==> config.mk <==
export PLATFORM = sky130hd
export DESIGN_NAME = touch_sample_average_calibrate_top
export DESIGN_NICKNAME = d
export VERILOG_FILES = /design/src/sv/tsac_pkg.sv /design/src/sv/tsac_div.sv /design/src/sv/tsac_datapath.sv /design/src/sv/tsac_ctrl.sv /design/src/sv/touch_sample_average_calibrate_top.sv
export SDC_FILE = /design/constraint.sdc
export NUM_CORES = 2
export LEC_CHECK = 0
export BUFFER_PORTS_ARGS = -buffer_cell sky130_fd_sc_hd__buf_4
export CORE_MARGIN = 2
export CORE_UTILIZATION = 52
export DETAILED_ROUTE_END_ITERATION = 10
export PLACE_DENSITY = 0.77
export SYNTH_ARGS = -nofsm -noshare
export SYNTH_HDL_FRONTEND = slang
export SYNTH_SLANG_ARGS = --single-unit
==> constraint.sdc <==
create_clock -name clk -period 17.5 [get_ports clk]
set_clock_uncertainty 0.15 [all_clocks]
set_input_delay 3.5 -clock clk [delete_from_list [all_inputs] [get_ports clk]]
set_output_delay 3.5 -clock clk [all_outputs]
set_load 0.02 [all_outputs]
==> src/sv/tsac_pkg.sv <==
// ----------------------------------------------------------------------------
// Touch sample averaging: package
// Widths, register map, state and command types shared by the block.
// ----------------------------------------------------------------------------
`default_nettype none

package tsac_pkg;

  localparam int TSAC_RAW_W   = 16;
  localparam int TSAC_SUM_W   = 24;
  localparam int TSAC_CNT_W   = 8;
  localparam int TSAC_COORD_W = 12;
  localparam int TSAC_DIV_W   = 28;
  localparam int TSAC_ADDR_W  = 5;

  localparam logic [2:0] REG_MIN_RAW_X = 3'd0;
  localparam logic [2:0] REG_MAX_RAW_X = 3'd1;
  localparam logic [2:0] REG_MIN_RAW_Y = 3'd2;
  localparam logic [2:0] REG_MAX_RAW_Y = 3'd3;
  localparam logic [2:0] REG_SCALE_X   = 3'd4;
  localparam logic [2:0] REG_SCALE_Y   = 3'd5;

  typedef enum logic {
    DIV_MAP_X,
    DIV_MAP_Y
  } div_sel_t;

  typedef enum logic {
    AXIS_X,
    AXIS_Y
  } axis_t;

  typedef enum logic [3:0] {
    ST_IDLE,
    ST_AVG_FIRST,
    ST_AVG_SECOND,
    ST_X_CLAMP,
    ST_X_MUL,
    ST_X_GO,
    ST_X_WAIT,
    ST_Y_CLAMP,
    ST_Y_MUL,
    ST_Y_GO,
    ST_Y_WAIT,
    ST_EMIT
  } tsac_state_t;

  typedef struct packed {
    logic [TSAC_RAW_W-1:0]   min_raw_x;
    logic [TSAC_RAW_W-1:0]   max_raw_x;
    logic [TSAC_RAW_W-1:0]   min_raw_y;
    logic [TSAC_RAW_W-1:0]   max_raw_y;
    logic [TSAC_COORD_W-1:0] scale_x;
    logic [TSAC_COORD_W-1:0] scale_y;
  } tsac_cfg_t;

  typedef struct packed {
    logic     acc_sample;
    logic     clr_batch;
    logic     div_start;
    div_sel_t div_sel;
    logic     cap_avg_first;
    logic     cap_avg_second;
    axis_t    axis;
    logic     cap_diff;
    logic     cap_prod;
    logic     cap_cx;
    logic     cap_cy;
    logic     set_abort;
    logic     load_out;
  } tsac_cmd_t;

  typedef struct packed {
    logic taken_zero;
    logic last_sample;
    logic div_done;
    logic out_blocked;
  } tsac_status_t;

endpackage

`default_nettype wire

==> src/sv/tsac_div.sv <==
// ----------------------------------------------------------------------------
// Touch sample averaging: iterative divider
// Restoring unsigned divider, one quotient bit per cycle.
// ----------------------------------------------------------------------------
`default_nettype none

module tsac_div (
  input  wire logic                           clk,
  input  wire logic                           rst_n,
  input  wire logic                           start,
  input  wire logic [tsac_pkg::TSAC_DIV_W-1:0] dividend,
  input  wire logic [tsac_pkg::TSAC_RAW_W-1:0] divisor,
  output logic                                done,
  output logic      [tsac_pkg::TSAC_DIV_W-1:0] quotient
);
  import tsac_pkg::*;

  localparam int CntW = $clog2(TSAC_DIV_W);

  logic [TSAC_DIV_W-1:0] dvd_r;
  logic [TSAC_RAW_W-1:0] dsr_r;
  logic [TSAC_RAW_W-1:0] rem_r;
  logic [CntW-1:0]       cnt_r;
  logic                  busy_r;
  logic                  done_r;
  logic [TSAC_RAW_W:0]   trial;
  logic                  fits;

  always_comb begin
    trial = {rem_r, dvd_r[TSAC_DIV_W-1]};
    fits  = (trial >= {1'b0, dsr_r});
  end

  always_ff @(posedge clk) begin
    if (!rst_n) begin
      busy_r <= 1'b0;
      done_r <= 1'b0;
      cnt_r  <= '0;
    end else begin
      done_r <= 1'b0;
      if (start) begin
        busy_r <= 1'b1;
        cnt_r  <= CntW'(TSAC_DIV_W - 1);
      end else if (busy_r) begin
        cnt_r <= cnt_r - 1'b1;
        if (cnt_r == '0) begin
          busy_r <= 1'b0;
          done_r <= 1'b1;
        end
      end
    end
  end

  always_ff @(posedge clk) begin
    if (start) begin
      dvd_r <= dividend;
      dsr_r <= divisor;
      rem_r <= '0;
    end else if (busy_r) begin
      dvd_r <= {dvd_r[TSAC_DIV_W-2:0], fits};
      rem_r <= fits ? TSAC_RAW_W'(trial - {1'b0, dsr_r}) : trial[TSAC_RAW_W-1:0];
    end
  end

  assign done     = done_r;
  assign quotient = dvd_r;

endmodule

`default_nettype wire

==> src/sv/tsac_datapath.sv <==
// ----------------------------------------------------------------------------
// Touch sample averaging: datapath
// Batch sums, averaging, clamp and scale, calibration divide, result register.
// ----------------------------------------------------------------------------
`default_nettype none

module tsac_datapath #(
  parameter int BATCH_SAMPLES = 50
) (
  input  wire logic                              clk,
  input  wire logic                              rst_n,
  input  wire tsac_pkg::tsac_cfg_t               cfg,
  input  wire tsac_pkg::tsac_cmd_t               cmd,
  output tsac_pkg::tsac_status_t                 status,
  input  wire logic [tsac_pkg::TSAC_RAW_W-1:0]   in_sample_x,
  input  wire logic [tsac_pkg::TSAC_RAW_W-1:0]   in_sample_y,
  output logic                                   out_valid,
  input  wire logic                              out_stall,
  output logic                                   out_valid_res,
  output logic      [tsac_pkg::TSAC_COORD_W-1:0] out_coord_x,
  output logic      [tsac_pkg::TSAC_COORD_W-1:0] out_coord_y
);
  import tsac_pkg::*;

  localparam logic [TSAC_CNT_W-1:0] BatchLast = TSAC_CNT_W'(BATCH_SAMPLES - 1);

  // average = (sum * ceil(2^AvgShift / BATCH)) >> AvgShift, exact for 24-bit sums
  localparam int AvgShift = TSAC_SUM_W + $clog2(BATCH_SAMPLES);
  localparam int RecipW   = TSAC_SUM_W + 1;
  localparam int AvgProdW = TSAC_SUM_W + RecipW;
  localparam logic [RecipW-1:0] AvgRecip =
    RecipW'(((64'd1 << AvgShift) + 64'(BATCH_SAMPLES) - 64'd1) / 64'(BATCH_SAMPLES));

  logic [TSAC_SUM_W-1:0]   sum_first_r;
  logic [TSAC_SUM_W-1:0]   sum_second_r;
  logic [TSAC_CNT_W-1:0]   taken_r;
  logic [TSAC_RAW_W-1:0]   avg_first_r;
  logic [TSAC_RAW_W-1:0]   avg_second_r;
  logic [TSAC_RAW_W-1:0]   diff_r;
  logic [TSAC_DIV_W-1:0]   prod_r;
  logic                    res_valid_r;
  logic [TSAC_COORD_W-1:0] res_cx_r;
  logic [TSAC_COORD_W-1:0] res_cy_r;
  logic                    out_valid_r;
  logic                    out_valid_res_r;
  logic [TSAC_COORD_W-1:0] out_cx_r;
  logic [TSAC_COORD_W-1:0] out_cy_r;

  logic [TSAC_SUM_W-1:0]   avg_src;
  logic [AvgProdW-1:0]     avg_prod;
  logic [TSAC_RAW_W-1:0]   avg_quot;
  logic [TSAC_DIV_W-1:0]   div_dvd;
  logic [TSAC_RAW_W-1:0]   div_dsr;
  logic                    div_done;
  logic [TSAC_DIV_W-1:0]   div_quot;
  logic [TSAC_RAW_W-1:0]   ax_avg;
  logic [TSAC_RAW_W-1:0]   ax_lo;
  logic [TSAC_RAW_W-1:0]   ax_hi;
  logic [TSAC_COORD_W-1:0] ax_scale;
  logic [TSAC_RAW_W-1:0]   clamped;
  logic                    ok_x;
  logic                    ok_y;

  assign ok_x = (cfg.max_raw_x > cfg.min_raw_x);
  assign ok_y = (cfg.max_raw_y > cfg.min_raw_y);

  always_comb begin
    avg_src  = cmd.cap_avg_second ? sum_second_r : sum_first_r;
    avg_prod = {{RecipW{1'b0}}, avg_src} * {{TSAC_SUM_W{1'b0}}, AvgRecip};
    avg_quot = avg_prod[AvgShift +: TSAC_RAW_W];
  end

  always_comb begin
    if (cmd.axis == AXIS_X) begin
      ax_avg   = avg_second_r;
      ax_lo    = cfg.min_raw_x;
      ax_hi    = cfg.max_raw_x;
      ax_scale = cfg.scale_x;
    end else begin
      ax_avg   = avg_first_r;
      ax_lo    = cfg.min_raw_y;
      ax_hi    = cfg.max_raw_y;
      ax_scale = cfg.scale_y;
    end
    if (ax_avg < ax_lo) begin
      clamped = ax_lo;
    end else if (ax_avg > ax_hi) begin
      clamped = ax_hi;
    end else begin
      clamped = ax_avg;
    end
  end

  always_comb begin
    case (cmd.div_sel)
      DIV_MAP_X: begin
        div_dvd = prod_r;
        div_dsr = cfg.max_raw_x - cfg.min_raw_x;
      end
      DIV_MAP_Y: begin
        div_dvd = prod_r;
        div_dsr = cfg.max_raw_y - cfg.min_raw_y;
      end
      default: begin
        div_dvd = prod_r;
        div_dsr = '0;
      end
    endcase
  end

  tsac_div u_div (
    .clk      (clk),
    .rst_n    (rst_n),
    .start    (cmd.div_start),
    .dividend (div_dvd),
    .divisor  (div_dsr),
    .done     (div_done),
    .quotient (div_quot)
  );

  // batch state
  always_ff @(posedge clk) begin
    if (!rst_n) begin
      sum_first_r  <= '0;
      sum_second_r <= '0;
      taken_r      <= '0;
    end else if (cmd.clr_batch) begin
      sum_first_r  <= '0;
      sum_second_r <= '0;
      taken_r      <= '0;
    end else if (cmd.acc_sample) begin
      sum_first_r  <= sum_first_r + TSAC_SUM_W'(in_sample_x);
      sum_second_r <= sum_second_r + TSAC_SUM_W'(in_sample_y);
      taken_r      <= taken_r + 1'b1;
    end
  end

  // arithmetic pipeline registers
  always_ff @(posedge clk) begin
    if (cmd.cap_avg_first) begin
      avg_first_r <= avg_quot;
    end
    if (cmd.cap_avg_second) begin
      avg_second_r <= avg_quot;
    end
    if (cmd.cap_diff) begin
      diff_r <= clamped - ax_lo;
    end
    if (cmd.cap_prod) begin
      prod_r <= {{(TSAC_DIV_W-TSAC_RAW_W){1'b0}}, diff_r} *
                {{(TSAC_DIV_W-TSAC_COORD_W){1'b0}}, ax_scale};
    end
  end

  always_ff @(posedge clk) begin
    if (cmd.set_abort) begin
      res_valid_r <= 1'b0;
      res_cx_r    <= '0;
      res_cy_r    <= '0;
    end else begin
      if (cmd.cap_cx) begin
        res_valid_r <= 1'b1;
        res_cx_r    <= ok_x ? div_quot[TSAC_COORD_W-1:0] : '0;
      end
      if (cmd.cap_cy) begin
        res_cy_r <= ok_y ? (cfg.scale_y - div_quot[TSAC_COORD_W-1:0]) : '0;
      end
    end
  end

  // output register
  always_ff @(posedge clk) begin
    if (!rst_n) begin
      out_valid_r <= 1'b0;
    end else if (cmd.load_out) begin
      out_valid_r <= 1'b1;
    end else if (!out_stall) begin
      out_valid_r <= 1'b0;
    end
  end

  always_ff @(posedge clk) begin
    if (cmd.load_out) begin
      out_valid_res_r <= res_valid_r;
      out_cx_r        <= res_cx_r;
      out_cy_r        <= res_cy_r;
    end
  end

  always_comb begin
    status.taken_zero  = (taken_r == '0);
    status.last_sample = (taken_r == BatchLast);
    status.div_done    = div_done;
    status.out_blocked = out_valid_r && out_stall;
  end

  assign out_valid     = out_valid_r;
  assign out_valid_res = out_valid_res_r;
  assign out_coord_x   = out_cx_r;
  assign out_coord_y   = out_cy_r;

endmodule

`default_nettype wire

==> src/sv/tsac_ctrl.sv <==
// ----------------------------------------------------------------------------
// Touch sample averaging: controller
// Sequences sample accumulation, batch-end divides and result hand-off.
// ----------------------------------------------------------------------------
`default_nettype none

module tsac_ctrl (
  input  wire logic                   clk,
  input  wire logic                   rst_n,
  input  wire logic                   in_valid,
  input  wire logic                   in_pressed,
  output logic                        in_stall,
  input  wire tsac_pkg::tsac_status_t status,
  output tsac_pkg::tsac_cmd_t         cmd
);
  import tsac_pkg::*;

  tsac_state_t state_r;
  tsac_state_t state_nxt;

  always_ff @(posedge clk) begin
    if (!rst_n) begin
      state_r <= ST_IDLE;
    end else begin
      state_r <= state_nxt;
    end
  end

  always_comb begin
    state_nxt = state_r;
    cmd       = '0;
    cmd.axis  = AXIS_X;
    in_stall  = (state_r != ST_IDLE);
    case (state_r)
      ST_IDLE: begin
        if (in_valid) begin
          if (in_pressed) begin
            cmd.acc_sample = 1'b1;
            if (status.last_sample) begin
              state_nxt = ST_AVG_FIRST;
            end
          end else if (!status.taken_zero) begin
            cmd.clr_batch = 1'b1;
            cmd.set_abort = 1'b1;
            state_nxt     = ST_EMIT;
          end
        end
      end
      ST_AVG_FIRST: begin
        cmd.cap_avg_first = 1'b1;
        state_nxt         = ST_AVG_SECOND;
      end
      ST_AVG_SECOND: begin
        cmd.cap_avg_second = 1'b1;
        cmd.clr_batch      = 1'b1;
        state_nxt          = ST_X_CLAMP;
      end
      ST_X_CLAMP: begin
        cmd.cap_diff = 1'b1;
        state_nxt    = ST_X_MUL;
      end
      ST_X_MUL: begin
        cmd.cap_prod = 1'b1;
        state_nxt    = ST_X_GO;
      end
      ST_X_GO: begin
        cmd.div_start = 1'b1;
        cmd.div_sel   = DIV_MAP_X;
        state_nxt     = ST_X_WAIT;
      end
      ST_X_WAIT: begin
        if (status.div_done) begin
          cmd.cap_cx = 1'b1;
          state_nxt  = ST_Y_CLAMP;
        end
      end
      ST_Y_CLAMP: begin
        cmd.axis     = AXIS_Y;
        cmd.cap_diff = 1'b1;
        state_nxt    = ST_Y_MUL;
      end
      ST_Y_MUL: begin
        cmd.axis     = AXIS_Y;
        cmd.cap_prod = 1'b1;
        state_nxt    = ST_Y_GO;
      end
      ST_Y_GO: begin
        cmd.axis      = AXIS_Y;
        cmd.div_start = 1'b1;
        cmd.div_sel   = DIV_MAP_Y;
        state_nxt     = ST_Y_WAIT;
      end
      ST_Y_WAIT: begin
        cmd.axis = AXIS_Y;
        if (status.div_done) begin
          cmd.cap_cy = 1'b1;
          state_nxt  = ST_EMIT;
        end
      end
      ST_EMIT: begin
        if (!status.out_blocked) begin
          cmd.load_out = 1'b1;
          state_nxt    = ST_IDLE;
        end
      end
      default: begin
        state_nxt = ST_IDLE;
      end
    endcase
  end

endmodule

`default_nettype wire

==> src/sv/touch_sample_average_calibrate_top.sv <==
// A sample that does not close a batch is taken without a stall.
// A batch-closing sample raises out_valid after two
// reciprocal-multiply averages, two bit-serial calibration divides and the
// clamp, multiply and hand-off steps. An aborting release goes straight to hand-off.
// Throughput: one sample per cycle inside a batch; input stalls while a batch
// closes and while a new result waits behind a stalled one. Sync reset, low.
// ----------------------------------------------------------------------------
// Touch sample averaging with linear calibration: top level
// APB register file, controller and datapath.
// ----------------------------------------------------------------------------
`default_nettype none

module touch_sample_average_calibrate_top #(
  parameter int BATCH_SAMPLES = 50
) (
  input  wire logic                               clk,
  input  wire logic                               rst_n,
  input  wire logic                               in_valid,
  output logic                                    in_stall,
  input  wire logic                               in_pressed,
  input  wire logic [tsac_pkg::TSAC_RAW_W-1:0]    in_sample_x,
  input  wire logic [tsac_pkg::TSAC_RAW_W-1:0]    in_sample_y,
  output logic                                    out_valid,
  input  wire logic                               out_stall,
  output logic                                    out_valid_res,
  output logic      [tsac_pkg::TSAC_COORD_W-1:0]  out_coord_x,
  output logic      [tsac_pkg::TSAC_COORD_W-1:0]  out_coord_y,
  input  wire logic                               psel,
  input  wire logic                               penable,
  input  wire logic                               pwrite,
  input  wire logic [tsac_pkg::TSAC_ADDR_W-1:0]   paddr,
  input  wire logic [31:0]                        pwdata,
  output logic      [31:0]                        prdata,
  output logic                                    pready
);
  import tsac_pkg::*;

  tsac_cfg_t    cfg_r;
  tsac_cmd_t    cmd;
  tsac_status_t status;
  logic [2:0]   reg_idx;
  logic         wr_en;

  assign pready  = 1'b1;
  assign reg_idx = paddr[4:2];
  assign wr_en   = psel && penable && pwrite && pready;

  always_ff @(posedge clk) begin
    if (!rst_n) begin
      cfg_r.min_raw_x <= 16'd1500;
      cfg_r.max_raw_x <= 16'd31000;
      cfg_r.min_raw_y <= 16'd3276;
      cfg_r.max_raw_y <= 16'd30110;
      cfg_r.scale_x   <= 12'd240;
      cfg_r.scale_y   <= 12'd320;
    end else if (wr_en) begin
      case (reg_idx)
        REG_MIN_RAW_X: cfg_r.min_raw_x <= pwdata[TSAC_RAW_W-1:0];
        REG_MAX_RAW_X: cfg_r.max_raw_x <= pwdata[TSAC_RAW_W-1:0];
        REG_MIN_RAW_Y: cfg_r.min_raw_y <= pwdata[TSAC_RAW_W-1:0];
        REG_MAX_RAW_Y: cfg_r.max_raw_y <= pwdata[TSAC_RAW_W-1:0];
        REG_SCALE_X:   cfg_r.scale_x   <= pwdata[TSAC_COORD_W-1:0];
        REG_SCALE_Y:   cfg_r.scale_y   <= pwdata[TSAC_COORD_W-1:0];
        default: begin
        end
      endcase
    end
  end

  always_comb begin
    case (reg_idx)
      REG_MIN_RAW_X: prdata = 32'(cfg_r.min_raw_x);
      REG_MAX_RAW_X: prdata = 32'(cfg_r.max_raw_x);
      REG_MIN_RAW_Y: prdata = 32'(cfg_r.min_raw_y);
      REG_MAX_RAW_Y: prdata = 32'(cfg_r.max_raw_y);
      REG_SCALE_X:   prdata = 32'(cfg_r.scale_x);
      REG_SCALE_Y:   prdata = 32'(cfg_r.scale_y);
      default:       prdata = '0;
    endcase
  end

  tsac_ctrl u_ctrl (
    .clk        (clk),
    .rst_n      (rst_n),
    .in_valid   (in_valid),
    .in_pressed (in_pressed),
    .in_stall   (in_stall),
    .status     (status),
    .cmd        (cmd)
  );

  tsac_datapath #(
    .BATCH_SAMPLES (BATCH_SAMPLES)
  ) u_datapath (
    .clk           (clk),
    .rst_n         (rst_n),
    .cfg           (cfg_r),
    .cmd           (cmd),
    .status        (status),
    .in_sample_x   (in_sample_x),
    .in_sample_y   (in_sample_y),
    .out_valid     (out_valid),
    .out_stall     (out_stall),
    .out_valid_res (out_valid_res),
    .out_coord_x   (out_coord_x),
    .out_coord_y   (out_coord_y)
  );

endmodule

`default_nettype wire

==> results by group <==
Floorplanning
  – Die Width: about 260 µm
  – Row Count: 95
  – Die outline area: 0.0697 mm²
  – Ports: 137
  – Placeable Area: 0.0670 mm²
  – Initial Util: roughly 52%
  – Die height: around 260 µm

Setup path
  – Worst reg-to-reg path cell count: 25
  – RR Endpoint: u_datapath.avg_first_r[9]$_DFFE_PP_
  – Worst Path Required: 17640 ps
  – CP Data Arrival Time: 9530 ps
  – Crit Path Class: reg2reg
  – Crit end category: flip-flop
  – R2R Path Start: u_ctrl.state_r[1]$_SDFFE_PN0P_
  – Startpoint types: flip-flop
  – Crit Path Max Fanout: 43
  – Worst R2R Setup Slack: 8110 ps

Clock network
  – PostCTS Resize Cnt: 0
  – Clock latency on the worst-skew pair: 580 ps
  – Clock slew seen by the registers of the worst setup and hold paths: 70 ps
  – Num CTS Buffers: 40
  – Hold buffer count at CTS: 0
  – Clk buf depth: 3
  – CTS sink cnt: 342
  – Setup Fix Bufs, Post-CTS: 0
  – Root buf cell: clkbuf_16
  – CTS tree: done
  – CTS H-Tree Depth: 2

Routing
  – ANT nets after route: 0
  – Pre-Repair DR Iteration Count: 5
  – WL per Instance: between 15 and 20 µm
  – Vias/cell: 5.64
  – Drt drc: 0
  – DRT iter0 DRCs: 2015
  – Via count: 26600
  – Post-Route WL: approximately 86 mm

Synthesis
  – Post-synth top flop: dfxtp_1
  – Syn avg cell area: just over 9 µm²
  – Mapped Area: 0.0351 mm²
  – Cell variety after synth: 93
  – Post-synthesis cell count: 3772
  – Fraction of registers with async set/reset: 0%
  – Ys Warns: 0
  – Post-synth EDFFs: 145
  – Sequential fraction of the synthesis area: a little under a quarter
  – Post-synthesis register bit count: ~340

Hold path
  – Min-Delay Endpoint: u_datapath.out_coord_y[10]$_DFFE_PP_
  – Hold Crit Depth: 0
  – Hold Path Class: reg2reg
  – Worst hold start: u_datapath.res_cy_r[10]$_SDFFE_PP0P_

Global route
  – All-layer global routing usage: about a quarter
  – Total gr overflow: 0
  – Largest net degree at the start of global routing: 103
  – Antenna violations before repair: 3
  – First-pass GRT wire length: 141 mm
  – Number of global-route vias before repair: approximately 27000

Placed design
  – Post-DP HPWL: 68.1 mm
  – Dpl cells: 4637
  – GPL Wtd Cong: 0.950
  – Port buffer count: 101

STA
  – Slew @ Worst Pin: 1070 ps
  – Unrepaired setup endpoints after global routing: false
  – Period utilisation layout: 53.7%
  – Slew HR: 28.7%
  – Setup violations, final: 0
  – Pins Over Slew Limit: 0
  – Minimum clock period: 9390 ps
  – Final TNS setup: 0 ps
  – Hold Vio Cnt, Final: 0
  – FMAX: 106 MHz

Power and ir drop
  – Lkg Pwr: 18.3 nW
  – Max VDD drop: approximately 180 µV
  – PwrDens: 152 mW/mm²

Flow run
  – Max_cap viols: 0

Cells and area
  – Final core utilization: 56.6%
  – Share of cells above drive strength 1: 7.32%
  – Fin nets: roughly 4700
  – Fin cells: around 4700
  – Layout area overhead: 7.89%

Outcome
  – Status: completed
-- flip-flops by register name, indices dropped and copies added, names as in the netlist, 4 cells and up --
register and count:
u_datapath.res_cy_r 12, u_datapath.out_coord_y 12, u_datapath.u_div.dsr_r 16, u_datapath.u_div.cnt_r 5, u_datapath.u_div.quotient 28, u_datapath.out_coord_x 12, u_datapath.prod_r 28, u_ctrl.state_r 4
u_datapath.u_div.rem_r 16, u_datapath.diff_r 16, u_datapath.res_cx_r 12, u_datapath.sum_second_r 24, u_datapath.avg_second_r 16, u_datapath.taken_r 8, u_datapath.avg_first_r 16, cfg_r 88
u_datapath.sum_first_r 24
-- through the flow --
step	instance area, µm²	setup slack (ps)	hold WS (ps)	power [mW]
after floorplan	35200	8590	258	4.01
after global placement	36600	8160	263	4.77
after detailed placement	36600	8060	267	4.88
after CTS	37900	8020	272	5.77
after global routing	37900	7660	287	6.37
final	37900	8110	281	5.76
-- synth_stat cells (12+ instances only) --
cell type	number	share of area (%)
inv_1	580	6.2
nand2_1	454	4.8
ha_1	444	16
fa_1	345	20
dfxtp_1	197	11
a21oi_1	166	2.4
nor2_1	164	1.8
edfxtp_1	145	12
o21ai_0	117	1.7
clkbuf_1	101	1.1
nand3_1	90	1.3
xnor2_1	85	2.1
and2_1	78	1.4
mux2i_1	75	2.1
a21boi_0	53	1.1
a21o_1	45	0.96
nor3_1	44	0.63
mux2_2	43	1.4
nor2b_1	43	0.77
xor2_1	43	1.1
nand2b_1	41	0.73
o211ai_1	30	0.64
or3_1	28	0.50
nand4_1	25	0.44
o21a_1	25	0.53
a211oi_1	24	0.51
a22oi_1	18	0.38
buf_4	17	0.36
and3_1	14	0.25
buf_2	14	0.20
o21ai_1	14	0.20
a22o_1	13	0.32
or2_2	12	0.21
-- report_power, final --
group	switching, mW	total [mW]	internal [mW]
Clock	0.363	0.849	0.485
Sequential	0.0837	1.18	1.10
Combinational	2.18	3.73	1.55
-- cell usage in the layout, fill, tap and decap left out, types with 12 or more instances in the layout --
master,count
nand4_1,25
o21a_1,25
o21ai_0,117
mux2_2,43
or3_1,28
fa_1,345
a21boi_0,53
nor2b_1,43
xor2_1,43
ha_1,444
a211oi_1,24
nor3_1,42
xnor2_1,85
nand2b_1,41
inv_1,580
dfxtp_1,197
a21oi_1,165
edfxtp_1,145
mux2i_1,75
buf_4,119
o21ai_1,13
o211ai_1,30
and2_1,78
or2_2,12
a22oi_1,18
nand3_1,90
a22o_1,13
and3_1,14
nand2_1,454
nor2_1,164
a21o_1,45
clkbuf_16,42
conb_1,17
-- worst max path at each step --
stage | from | to | cells after the start
after floorplan | paddr[2] | prdata[10] | 5
final | u_ctrl.state_r[1]$_SDFFE_PN0P_ | u_datapath.avg_first_r[9]$_DFFE_PP_ | 25
after detailed placement | u_ctrl.state_r[1]$_SDFFE_PN0P_ | u_datapath.avg_first_r[9]$_DFFE_PP_ | 25
after CTS | u_ctrl.state_r[1]$_SDFFE_PN0P_ | u_datapath.avg_first_r[9]$_DFFE_PP_ | 25
after global placement | u_ctrl.state_r[1]$_SDFFE_PN0P_ | u_datapath.avg_first_r[9]$_DFFE_PP_ | 25
after global routing | u_ctrl.state_r[1]$_SDFFE_PN0P_ | u_datapath.avg_first_r[9]$_DFFE_PP_ | 25
-- per-layer routing --
metal	track usage (%)	share of wire [%]	vias to the layer above
met3	3.46	6.0	214
met2	42.4	48	803
met4	10.5	4.3	2
met1	32.6	42	12900
li1	-	-	12700
met5	0	0.013	-
-- cell families after synthesis --
kind of cell | share of synthesized area [%]
other | 0.0214
and+or+nand+nor | 14.1
buffers and inverters | 7.97
xor gates and xnor gates | 3.19
adders and majority gates | 35.5
DFF | 23.6
muxes | 4.22
AOI/OAI and AO/OA | 11.4
-- final cells by class --
class	count	area (µm²)
clock inverter	22	210
timing repair buffer	119	893
clock buffer	52	1110
multi-input combinational	2722	24100
tap	873	1090
inverter	581	2180
antenna	2	5.00
sequential	342	8300
fill	5803	29100
-- worst max-delay path, stage by stage (launching register included) --
cell      delay (ps)
dfxtp_1          500
nor2b_1          240
nor3b_2          190
buf_4            560
mux2i_1          700
inv_1            290
fa_1             590
fa_1             530
inv_1             60
fa_1             530
inv_1             50
fa_1             490
fa_1             460
fa_1             510
inv_1             60
fa_1             530
inv_1             60
ha_1             290
nand4_1          140
nor4_1           520
o311ai_0         230
a21oi_1          540
o31a_2           280
nor4_1            70
o41ai_1          370
xor2_1           140
No activity file was read; power rests on OpenSTA's default activity.
